--- config.mk ---
export PLATFORM = sky130hd
export DESIGN_NAME = selective_repeat_receive_window
export DESIGN_NICKNAME = d
export VERILOG_FILES = /design/src/hw/rtl/srrw_pkg.sv /design/src/hw/rtl/srrw_ram.sv /design/src/hw/rtl/srrw_slot_div.sv /design/src/hw/rtl/selective_repeat_receive_window.sv
export SDC_FILE = /design/constraint.sdc
export NUM_CORES = 1
export LEC_CHECK = 0
export BUFFER_PORTS_ARGS = -buffer_cell sky130_fd_sc_hd__clkbuf_2
export CAP_MARGIN = 5
export CORE_MARGIN = 4
export CORE_UTILIZATION = 47
export CTS_BUF_LIST = sky130_fd_sc_hd__clkbuf_8
export DETAILED_ROUTE_END_ITERATION = 6
export GPL_ROUTABILITY_DRIVEN = 0
export SETUP_SLACK_MARGIN = 0.05
export SLEW_MARGIN = 20
export SYNTH_ARGS = -nofsm -noshare
export SYNTH_HDL_FRONTEND = slang
export SYNTH_SLANG_ARGS = --single-unit
--- constraint.sdc ---
create_clock -name clk -period 18.7 [get_ports clk]
set_input_delay 3.74 -clock clk [delete_from_list [all_inputs] [get_ports clk]]
set_output_delay 3.74 -clock clk [all_outputs]
set_load 0.02 [all_outputs]
--- src/hw/rtl/srrw_pkg.sv ---
// ============================================================================
// srrw_pkg
// Shared sizes, types and codes for the selective repeat receive window.
// ============================================================================
package srrw_pkg;

	// Window geometry.
	localparam int WIN_DEPTH = 4;
	localparam int SEG_BYTES = 8;

	// Fixed field widths.
	localparam int SEQ_W   = 32;
	localparam int DATA_W  = 64;
	localparam int BYTES_W = 4;

	localparam int SLOT_W = (WIN_DEPTH > 1) ? $clog2(WIN_DEPTH) : 1;
	localparam int CNT_W  = $clog2(WIN_DEPTH + 1);

	// Result kinds.
	localparam logic KIND_ACK   = 1'b0;
	localparam logic KIND_DELIV = 1'b1;

	typedef struct packed {
		logic [SEQ_W-1:0]   seq;
		logic [DATA_W-1:0]  data;
		logic [BYTES_W-1:0] bytes;
	} slot_entry_t;

	typedef struct packed {
		logic             start;
		logic [SEQ_W-1:0] value;
	} div_req_t;

	typedef struct packed {
		logic              done;
		logic [SLOT_W-1:0] slot;
	} div_rsp_t;

	typedef enum logic [3:0] {
		ST_IDLE,
		ST_DIV,
		ST_STORE,
		ST_MARK,
		ST_NDIV,
		ST_CHECK,
		ST_ACK,
		ST_RD,
		ST_EMIT
	} st_t;

endpackage

--- src/hw/rtl/srrw_ram.sv ---
// ============================================================================
// srrw_ram
// Generic single-write, single-read RAM with a registered read port.
// ============================================================================
module srrw_ram #(
	parameter int WIDTH = 8,
	parameter int DEPTH = 4
) (
	input  logic                                         clk,
	input  logic                                         wr_en,
	input  logic [((DEPTH > 1) ? $clog2(DEPTH) : 1)-1:0] wr_addr,
	input  logic [WIDTH-1:0]                             wr_data,
	input  logic                                         rd_en,
	input  logic [((DEPTH > 1) ? $clog2(DEPTH) : 1)-1:0] rd_addr,
	output logic [WIDTH-1:0]                             rd_data
);

	logic [WIDTH-1:0] mem [DEPTH];
	logic [WIDTH-1:0] rd_data_q;

	always_ff @(posedge clk) begin
		if (wr_en) begin
			mem[wr_addr] <= wr_data;
		end
		if (rd_en) begin
			rd_data_q <= mem[rd_addr];
		end
	end

	assign rd_data = rd_data_q;

endmodule

--- src/hw/rtl/srrw_slot_div.sv ---
// ============================================================================
// srrw_slot_div
// Registered slot index unit: (value / SEG_BYTES) mod WIN_DEPTH.
// ============================================================================
module srrw_slot_div (
	input  logic             clk,
	input  logic             arst_n,
	input  srrw_pkg::div_req_t req,
	output srrw_pkg::div_rsp_t rsp
);
	import srrw_pkg::*;

	logic              done_q;
	logic [SLOT_W-1:0] slot_q;

	// Segment size and window depth are powers of two, so the index is a
	// plain bit select of the sequence number. The answer is registered and
	// ready in the cycle after the request.
	always_ff @(posedge clk or negedge arst_n) begin
		if (!arst_n) begin
			done_q <= 1'b0;
		end else begin
			done_q <= req.start;
		end
	end

	always_ff @(posedge clk) begin
		if (req.start) begin
			slot_q <= SLOT_W'((req.value / SEQ_W'(SEG_BYTES)) % SEQ_W'(WIN_DEPTH));
		end
	end

	assign rsp.done = done_q;
	assign rsp.slot = slot_q;

endmodule

--- src/hw/rtl/selective_repeat_receive_window.sv ---
// ============================================================================
// selective_repeat_receive_window
// Receive side of a selective repeat transfer with a buffered slot window.
// ============================================================================
// Each accepted segment transaction produces one acknowledgement followed by
// the in-order deliveries it releases (at most WIN_DEPTH), all carrying the
// done flag as it stands after the segment has been handled; last_of_run
// marks the final result of the segment. Segment data lives in one RAM of
// WIN_DEPTH slots, while per-slot valid and delivered bits, the expected
// sequence number and the final flag are flip-flops. The block handles one
// segment at a time. Its steps are the accepting idle state, the registered
// slot index unit, the slot write and the acknowledgement; for each delivery
// the chain walk marks the slot and then checks the next one, except after
// the last slot of a full window, and the slot data is later read back
// through the single RAM read port and presented. A chain step that crosses
// the wrap of the 32-bit sequence space reruns the slot index unit. A new
// segment is taken only in the idle state, but a finished result may still
// be waiting in the output register at that time.
module selective_repeat_receive_window (
	input  logic                            clk,
	input  logic                            arst_n,
	// Segment channel.
	input  logic                            seg_valid,
	output logic                            seg_stall,
	input  logic [srrw_pkg::SEQ_W-1:0]      seq_no,
	input  logic [srrw_pkg::DATA_W-1:0]     payload,
	input  logic [srrw_pkg::BYTES_W-1:0]    payload_bytes,
	input  logic                            is_last,
	// Result channel.
	output logic                            res_valid,
	input  logic                            res_stall,
	output logic                            kind,
	output logic [srrw_pkg::SEQ_W-1:0]      out_seq_no,
	output logic                            out_is_last,
	output logic [srrw_pkg::DATA_W-1:0]     out_payload,
	output logic [srrw_pkg::BYTES_W-1:0]    out_bytes,
	output logic                            last_of_run,
	output logic                            done_res
);
	import srrw_pkg::*;

	localparam logic [SEQ_W-1:0]   SEG_STEP = SEQ_W'(SEG_BYTES);
	localparam logic [SEQ_W-1:0]   SPAN     = SEQ_W'(WIN_DEPTH * SEG_BYTES);
	localparam logic [BYTES_W-1:0] SEG_MAX  = BYTES_W'(SEG_BYTES);

	st_t state_q, state_n;

	// Segment being handled.
	logic [SEQ_W-1:0]   seq_q;
	logic [DATA_W-1:0]  data_q;
	logic [BYTES_W-1:0] nb_q;
	logic               last_q;
	logic [SLOT_W-1:0]  slot_q;

	// Window state.
	logic [WIN_DEPTH-1:0] valid_q, deliv_q;
	logic [SEQ_W-1:0]     expected_q;
	logic                 final_q;

	// Chain walk and delivery bookkeeping.
	logic [SEQ_W-1:0]  t_q, emit_seq_q;
	logic [SLOT_W-1:0] cur_q, nxt_q, k_q, j_q;
	logic [SLOT_W-1:0] slot_list_q [WIN_DEPTH];
	logic [CNT_W-1:0]  ndel_q;
	logic              done_q;

	// Output register.
	logic               res_valid_q;
	logic               kind_q, is_last_o_q, lor_q, done_o_q;
	logic [SEQ_W-1:0]   seq_o_q;
	logic [DATA_W-1:0]  data_o_q;
	logic [BYTES_W-1:0] bytes_o_q;

	// RAM and slot index unit.
	logic              wr_en, rd_en;
	logic [SLOT_W-1:0] rd_addr;
	slot_entry_t       wr_ent, rd_ent;
	logic [$bits(slot_entry_t)-1:0] rd_raw;
	div_req_t          div_req;
	div_rsp_t          div_rsp;

	// Control decodes.
	logic              accept, out_free, in_window, starts_run;
	logic              walk_end, chain_ok, done_now, emit_last;
	logic [SEQ_W-1:0]  t_next;
	logic              t_wraps;
	logic [SLOT_W-1:0] cur_inc;
	logic [BYTES_W-1:0] nb_sat;
	logic [DATA_W-1:0]  data_masked;
	logic               out_load_ack, out_load_deliv;

	assign accept   = seg_valid && !seg_stall;
	assign out_free = !res_valid_q || !res_stall;

	// Saturate the byte count and clear the bytes past it.
	assign nb_sat = (payload_bytes > SEG_MAX) ? SEG_MAX : payload_bytes;
	always_comb begin
		for (int b = 0; b < DATA_W / 8; b++) begin
			data_masked[b*8 +: 8] = (BYTES_W'(b) < nb_sat) ? payload[b*8 +: 8] : 8'h00;
		end
	end

	assign in_window  = (seq_q - expected_q) < SPAN;
	assign starts_run = in_window && (seq_q == expected_q);
	assign {t_wraps, t_next} = {1'b0, t_q} + {1'b0, SEG_STEP};
	assign cur_inc    = (cur_q == SLOT_W'(WIN_DEPTH - 1)) ? '0 : cur_q + 1'b1;
	assign walk_end   = (k_q == SLOT_W'(WIN_DEPTH - 1));
	assign chain_ok   = valid_q[nxt_q] && !deliv_q[nxt_q] && (rd_ent.seq == t_next);
	assign done_now   = final_q && ((valid_q & ~deliv_q) == '0);
	assign emit_last  = ((CNT_W'(j_q) + 1'b1) == ndel_q);

	assign wr_ent.seq   = seq_q;
	assign wr_ent.data  = data_q;
	assign wr_ent.bytes = nb_q;
	assign rd_ent       = slot_entry_t'(rd_raw);

	// Next state and strobes.
	always_comb begin
		state_n        = state_q;
		seg_stall      = 1'b1;
		wr_en          = 1'b0;
		rd_en          = 1'b0;
		rd_addr        = cur_inc;
		div_req.start  = 1'b0;
		div_req.value  = seq_no;
		out_load_ack   = 1'b0;
		out_load_deliv = 1'b0;
		unique case (state_q)
			ST_IDLE: begin
				seg_stall     = 1'b0;
				div_req.start = seg_valid;
				if (seg_valid) begin
					state_n = ST_DIV;
				end
			end
			ST_DIV: begin
				if (div_rsp.done) begin
					state_n = ST_STORE;
				end
			end
			ST_STORE: begin
				wr_en   = in_window;
				state_n = starts_run ? ST_MARK : ST_ACK;
			end
			ST_MARK: begin
				if (walk_end) begin
					state_n = ST_ACK;
				end else if (t_wraps) begin
					div_req.start = 1'b1;
					div_req.value = t_next;
					state_n       = ST_NDIV;
				end else begin
					rd_en   = 1'b1;
					rd_addr = cur_inc;
					state_n = ST_CHECK;
				end
			end
			ST_NDIV: begin
				if (div_rsp.done) begin
					rd_en   = 1'b1;
					rd_addr = div_rsp.slot;
					state_n = ST_CHECK;
				end
			end
			ST_CHECK: begin
				state_n = chain_ok ? ST_MARK : ST_ACK;
			end
			ST_ACK: begin
				if (out_free) begin
					out_load_ack = 1'b1;
					state_n      = (ndel_q == '0) ? ST_IDLE : ST_RD;
				end
			end
			ST_RD: begin
				rd_en   = 1'b1;
				rd_addr = slot_list_q[j_q];
				state_n = ST_EMIT;
			end
			ST_EMIT: begin
				if (out_free) begin
					out_load_deliv = 1'b1;
					state_n        = emit_last ? ST_IDLE : ST_RD;
				end
			end
			default: begin
				state_n = ST_IDLE;
			end
		endcase
	end

	always_ff @(posedge clk or negedge arst_n) begin
		if (!arst_n) begin
			state_q <= ST_IDLE;
		end else begin
			state_q <= state_n;
		end
	end

	// Window control state.
	always_ff @(posedge clk or negedge arst_n) begin
		if (!arst_n) begin
			valid_q     <= '0;
			deliv_q     <= '0;
			expected_q  <= '0;
			final_q     <= 1'b0;
			res_valid_q <= 1'b0;
		end else begin
			if (state_q == ST_STORE && in_window) begin
				valid_q[slot_q] <= 1'b1;
				deliv_q[slot_q] <= 1'b0;
				if (last_q) begin
					final_q <= 1'b1;
				end
			end
			if (state_q == ST_MARK) begin
				deliv_q[cur_q] <= 1'b1;
				if (walk_end) begin
					expected_q <= t_next;
				end
			end
			if (state_q == ST_CHECK && !chain_ok) begin
				expected_q <= t_next;
			end
			if (out_load_ack || out_load_deliv) begin
				res_valid_q <= 1'b1;
			end else if (!res_stall) begin
				res_valid_q <= 1'b0;
			end
		end
	end

	// Payload and bookkeeping registers.
	always_ff @(posedge clk) begin
		if (accept) begin
			seq_q  <= seq_no;
			data_q <= data_masked;
			nb_q   <= nb_sat;
			last_q <= is_last;
		end
		if (state_q == ST_DIV && div_rsp.done) begin
			slot_q <= div_rsp.slot;
		end
		if (state_q == ST_STORE) begin
			t_q    <= seq_q;
			cur_q  <= slot_q;
			k_q    <= '0;
			ndel_q <= '0;
		end
		if (state_q == ST_MARK) begin
			slot_list_q[k_q] <= cur_q;
			ndel_q           <= CNT_W'(k_q) + 1'b1;
			if (!walk_end && !t_wraps) begin
				nxt_q <= cur_inc;
			end
		end
		if (state_q == ST_NDIV && div_rsp.done) begin
			nxt_q <= div_rsp.slot;
		end
		if (state_q == ST_CHECK && chain_ok) begin
			t_q   <= t_next;
			cur_q <= nxt_q;
			k_q   <= k_q + 1'b1;
		end
		if (out_load_ack) begin
			done_q      <= done_now;
			j_q         <= '0;
			emit_seq_q  <= seq_q;
			kind_q      <= KIND_ACK;
			seq_o_q     <= seq_q;
			is_last_o_q <= last_q;
			data_o_q    <= '0;
			bytes_o_q   <= '0;
			lor_q       <= (ndel_q == '0);
			done_o_q    <= done_now;
		end
		if (out_load_deliv) begin
			j_q         <= j_q + 1'b1;
			emit_seq_q  <= emit_seq_q + SEG_STEP;
			kind_q      <= KIND_DELIV;
			seq_o_q     <= emit_seq_q;
			is_last_o_q <= 1'b0;
			data_o_q    <= rd_ent.data;
			bytes_o_q   <= rd_ent.bytes;
			lor_q       <= emit_last;
			done_o_q    <= done_q;
		end
	end

	srrw_ram #(
		.WIDTH($bits(slot_entry_t)),
		.DEPTH(WIN_DEPTH)
	) u_slot_ram (
		.clk     (clk),
		.wr_en   (wr_en),
		.wr_addr (slot_q),
		.wr_data (wr_ent),
		.rd_en   (rd_en),
		.rd_addr (rd_addr),
		.rd_data (rd_raw)
	);

	srrw_slot_div u_slot_div (
		.clk    (clk),
		.arst_n (arst_n),
		.req    (div_req),
		.rsp    (div_rsp)
	);

	assign res_valid   = res_valid_q;
	assign kind        = kind_q;
	assign out_seq_no  = seq_o_q;
	assign out_is_last = is_last_o_q;
	assign out_payload = data_o_q;
	assign out_bytes   = bytes_o_q;
	assign last_of_run = lor_q;
	assign done_res    = done_o_q;

	// The final flag is sticky once an in-window last segment has been stored.
	a_final_sticky: assert property (@(posedge clk) disable iff (!arst_n)
		!$fell(final_q))
		else $error("final flag dropped");

	// The expected sequence only moves at the end of a chain walk.
	a_expected_moves: assert property (@(posedge clk) disable iff (!arst_n)
		!$stable(expected_q) |-> ($past(state_q) == ST_MARK || $past(state_q) == ST_CHECK))
		else $error("expected sequence changed outside a chain walk");

	// Slot writes and reads never share a cycle.
	a_ram_exclusive: assert property (@(posedge clk) disable iff (!arst_n)
		!(wr_en && rd_en))
		else $error("slot RAM read and write in the same cycle");

	// Delivery emission never runs past the number of slots walked.
	a_emit_bound: assert property (@(posedge clk) disable iff (!arst_n)
		(state_q == ST_EMIT) |-> (CNT_W'(j_q) < ndel_q && ndel_q <= CNT_W'(WIN_DEPTH)))
		else $error("delivery index out of range");

endmodule

==> results_dict.tcl <==
set metrics [dict create \
    status "complete, but fails checks" \
    violations "design-rule violations" \
    drc_errors 7 \
    synth_cell_type_count 78 \
    multi_input_area_mm2 0.00950 \
    crit_arrival_ns 2.34 \
    cts_tree "done" \
    r2r_cells 13 \
    die_h_um 282 \
    drive_gt1_share_pct 15.9 \
    die_area_mm2 0.0793 \
    timing.final.crit_share_pct 32.5 \
    hold_viol 0 \
    clk_latency_ns 0.77 \
    fin_setup_tns_ns 0 \
    crit_required_ns 14.96 \
    syn_nets 2710 \
    startpoint_type "register" \
    initial_core_util_pct 47.3 \
    fillCellCount 6245 \
    grt_use_total_pct 21.5 \
    cts_setup_buffers 0 \
    power.leakage_nw 14.3 \
    overflow 0 \
    synth_seq_area_share_pct 71.1 \
    ctsHoldBuffers 0 \
    grt_pass1_vias 22000 \
    path_class "reg -> out" \
    clock-sinks 842 \
    period_minus_slack_ns 6.08 \
    finClkSkew_ns 0.0327 \
    vias_per_cell 5.63 \
    register_area_mm2 0.0250 \
    wl_per_cell_um 22.0 \
    drtAntennaViolNets 0 \
    place_ws_ns 12.26 \
    hp-class "reg -> reg" \
    synth.avg_cell_area_um2 13.7 \
    drt-total-wl_mm 85.6 \
    irDropWorstVdd_uv 222 \
    synth_edf_count 791 \
    dpl.hpwl_mm 53.3 \
    cts-resized-gates 0 \
    num_vias 21900 \
    grt_pass1_wl_mm 129 \
    drt-initial-drc-count 1544 \
    root_buffer "clkbuf_8" \
    critPathCaptureType "output port" \
    ys_ff_latch 842 \
    slew_violations 0 \
    relSlewSlack_pct 25.0 \
    ios 211 \
    synthArstFlopShare_pct 5.58 \
    grt_start_max_net_pins 201 \
    drtPass1Iterations 7 \
    clk_pin_slew_ns 0.06 \
    rows 100 \
    synth_area_mm2 0.0352 \
    syn_to_final_growth_pct 13.0 \
    max_freq_mhz 165 \
    rsz0062_at_grt "false" \
    tightest_slew_ns 1.12 \
    whs_path_depth 1 \
    synth_ff_type "edfxtp_1" \
    setup_ws_ns 12.62 \
    core_mm2 0.0743 \
    maxCapViolCount 0 \
    holdWs_ns 0.466 \
    io_buffers 210 \
    htreeDepth 4 \
    antenna_found_initial 3 \
    finalSetupViolations 0 \
    finalNetCount 2962 \
    synthCells 2563 \
    path_max_fanout 20 \
    power_density_mw_per_mm2 140 \
    cts_buffer_depth 3 \
    die_w_um 282 \
    cts-buffers-inserted 138 \
    ys_warn_count 0 \
]
critical path, cell delays in order (launching register included):
cell and delay [ns]:
dfrtp_1 0.59, nor3_1 0.68, nand2_1 0.12, clkbuf_2 0.18
area by class of cell:
cell class,count,area share [%]
Clock buffer,142,4.92
Timing Repair Buffer,240,3.33
Antenna cell,2,0.0126
Sequential cell,842,63.0
Multi-Input combinational cell,1538,23.9
Inverter,55,0.532
Tap cell,969,3.05
Clock inverter,107,1.30
power by group:
group / switching (W) / total (W) / internal (W)
clock: 0.000720 / 0.00144 / 0.000725
sequential: 0.000177 / 0.00263 / 0.00245
combinational: 0.000995 / 0.00147 / 0.000478
total: 0.00189 / 0.00554 / 0.00365
layer usage:
metal  track usage, %  up-vias  share of wire (%)
li1                 -    10100                  -
met1             27.0    11000                 40
met2             37.3      692                 51
met3             4.54      160                5.7
met4             7.80        0                3.0
met5                0        -                  0
sequential cells by signal, indices dropped and copies added, names as in the netlist, 3 cells and up, named ones only:
name,cells
u_slot_ram.rd_data,100
expected_q,32
seq_q,32
slot_list_q,8
state_q,4
emit_seq_q,32
out_seq_no,32
valid_q,4
ndel_q,3
t_q,32
out_payload,64
deliv_q,4
nb_q,4
out_bytes,4
data_q,64
u_slot_ram.mem,400
synthesized netlist by cell type (35+ instances only):
| cell | instances | share of area (%) |
|---|---|---|
| nor2_1 | 98 | 1.0 |
| inv_1 | 55 | 0.59 |
| o21ai_0 | 50 | 0.71 |
| ha_1 | 42 | 1.5 |
| dfrtp_1 | 47 | 3.3 |
| a21oi_1 | 86 | 1.2 |
| a31oi_1 | 122 | 2.2 |
| nand2_1 | 370 | 3.9 |
| nand3_1 | 35 | 0.50 |
| xor2_1 | 37 | 0.92 |
| xnor2_1 | 43 | 1.1 |
| clkbuf_1 | 111 | 1.2 |
| a211oi_1 | 109 | 2.3 |
| nor2b_1 | 68 | 1.2 |
| edfxtp_1 | 791 | 68 |
| and2_1 | 193 | 3.4 |
layout by cell type (no fill, tap or decap), drive strengths merged, types with 7 or more instances in the layout:
cell type  synthesis  layout
xor2              37      37
a31oi            122     122
clkinv             0      43
a21o              17      17
o21ai             52      52
nor2b             68      68
nor3b              7       7
o31ai              8       8
nand4             32      32
nand2            370     370
dfrtp             47      47
nor2              99      99
nand2b             8       8
nor3              30      30
a211oi           110     110
xnor2             43      43
ha                42      42
inv               55     112
and3              23      23
nand3             36      36
nor4              20      20
buf               17      30
o21a               9       9
and2             194     194
edfxtp           791     791
a21oi             87      87
clkbuf           111     352
mux2              38      38
through the flow:
| stage | utilization, % | power [W] | cells | instance area, um2 |
|---|---|---|---|---|
| after CTS | 53.4 | 0.00559 | 3893 | 39700 |
| final | 53.5 | 0.00554 | 3895 | 39700 |
| after floorplan | - | 0.00366 | 2563 | 35200 |
| after global routing | 53.4 | 0.00585 | 3894 | 39700 |
| after detailed placement | 50.1 | 0.00414 | 3644 | 37200 |
| after global placement | 50.1 | 0.00410 | 3643 | 37200 |
final timing paths:
path | slack [ns] | to | from
setup / recovery | 12.62 | seg_stall | state_q[0]
hold / removal | 0.47 | valid_q[2] | valid_q[2]
setup reg to reg | 13.00 | u_slot_ram.mem[0][50] | seq_q[12]
hold reg to reg | 0.47 | valid_q[2] | valid_q[2]
max in group asynchronous | 15.04 | expected_q[1] | arst_n
min in group asynchronous | 3.12 | expected_q[17] | arst_n
cell families (layout without fill, tap and decap cells):
kind of cell               count (synthesis)  after routing  share of synthesized area (%)
AOI/OAI and AO/OA                        462            462                           8.66
xor gates and xnor gates                  85             85                           2.33
adders and majority gates                 42             42                           1.49
buffers and inverters                    183            544                           2.08
DFF                                      842            842                           71.1
muxes                                     45             45                           1.49
other                                      0              2                              0
and+or+nand+nor                          904            904                           12.8
No activity file was read; power rests on OpenSTA's default activity.
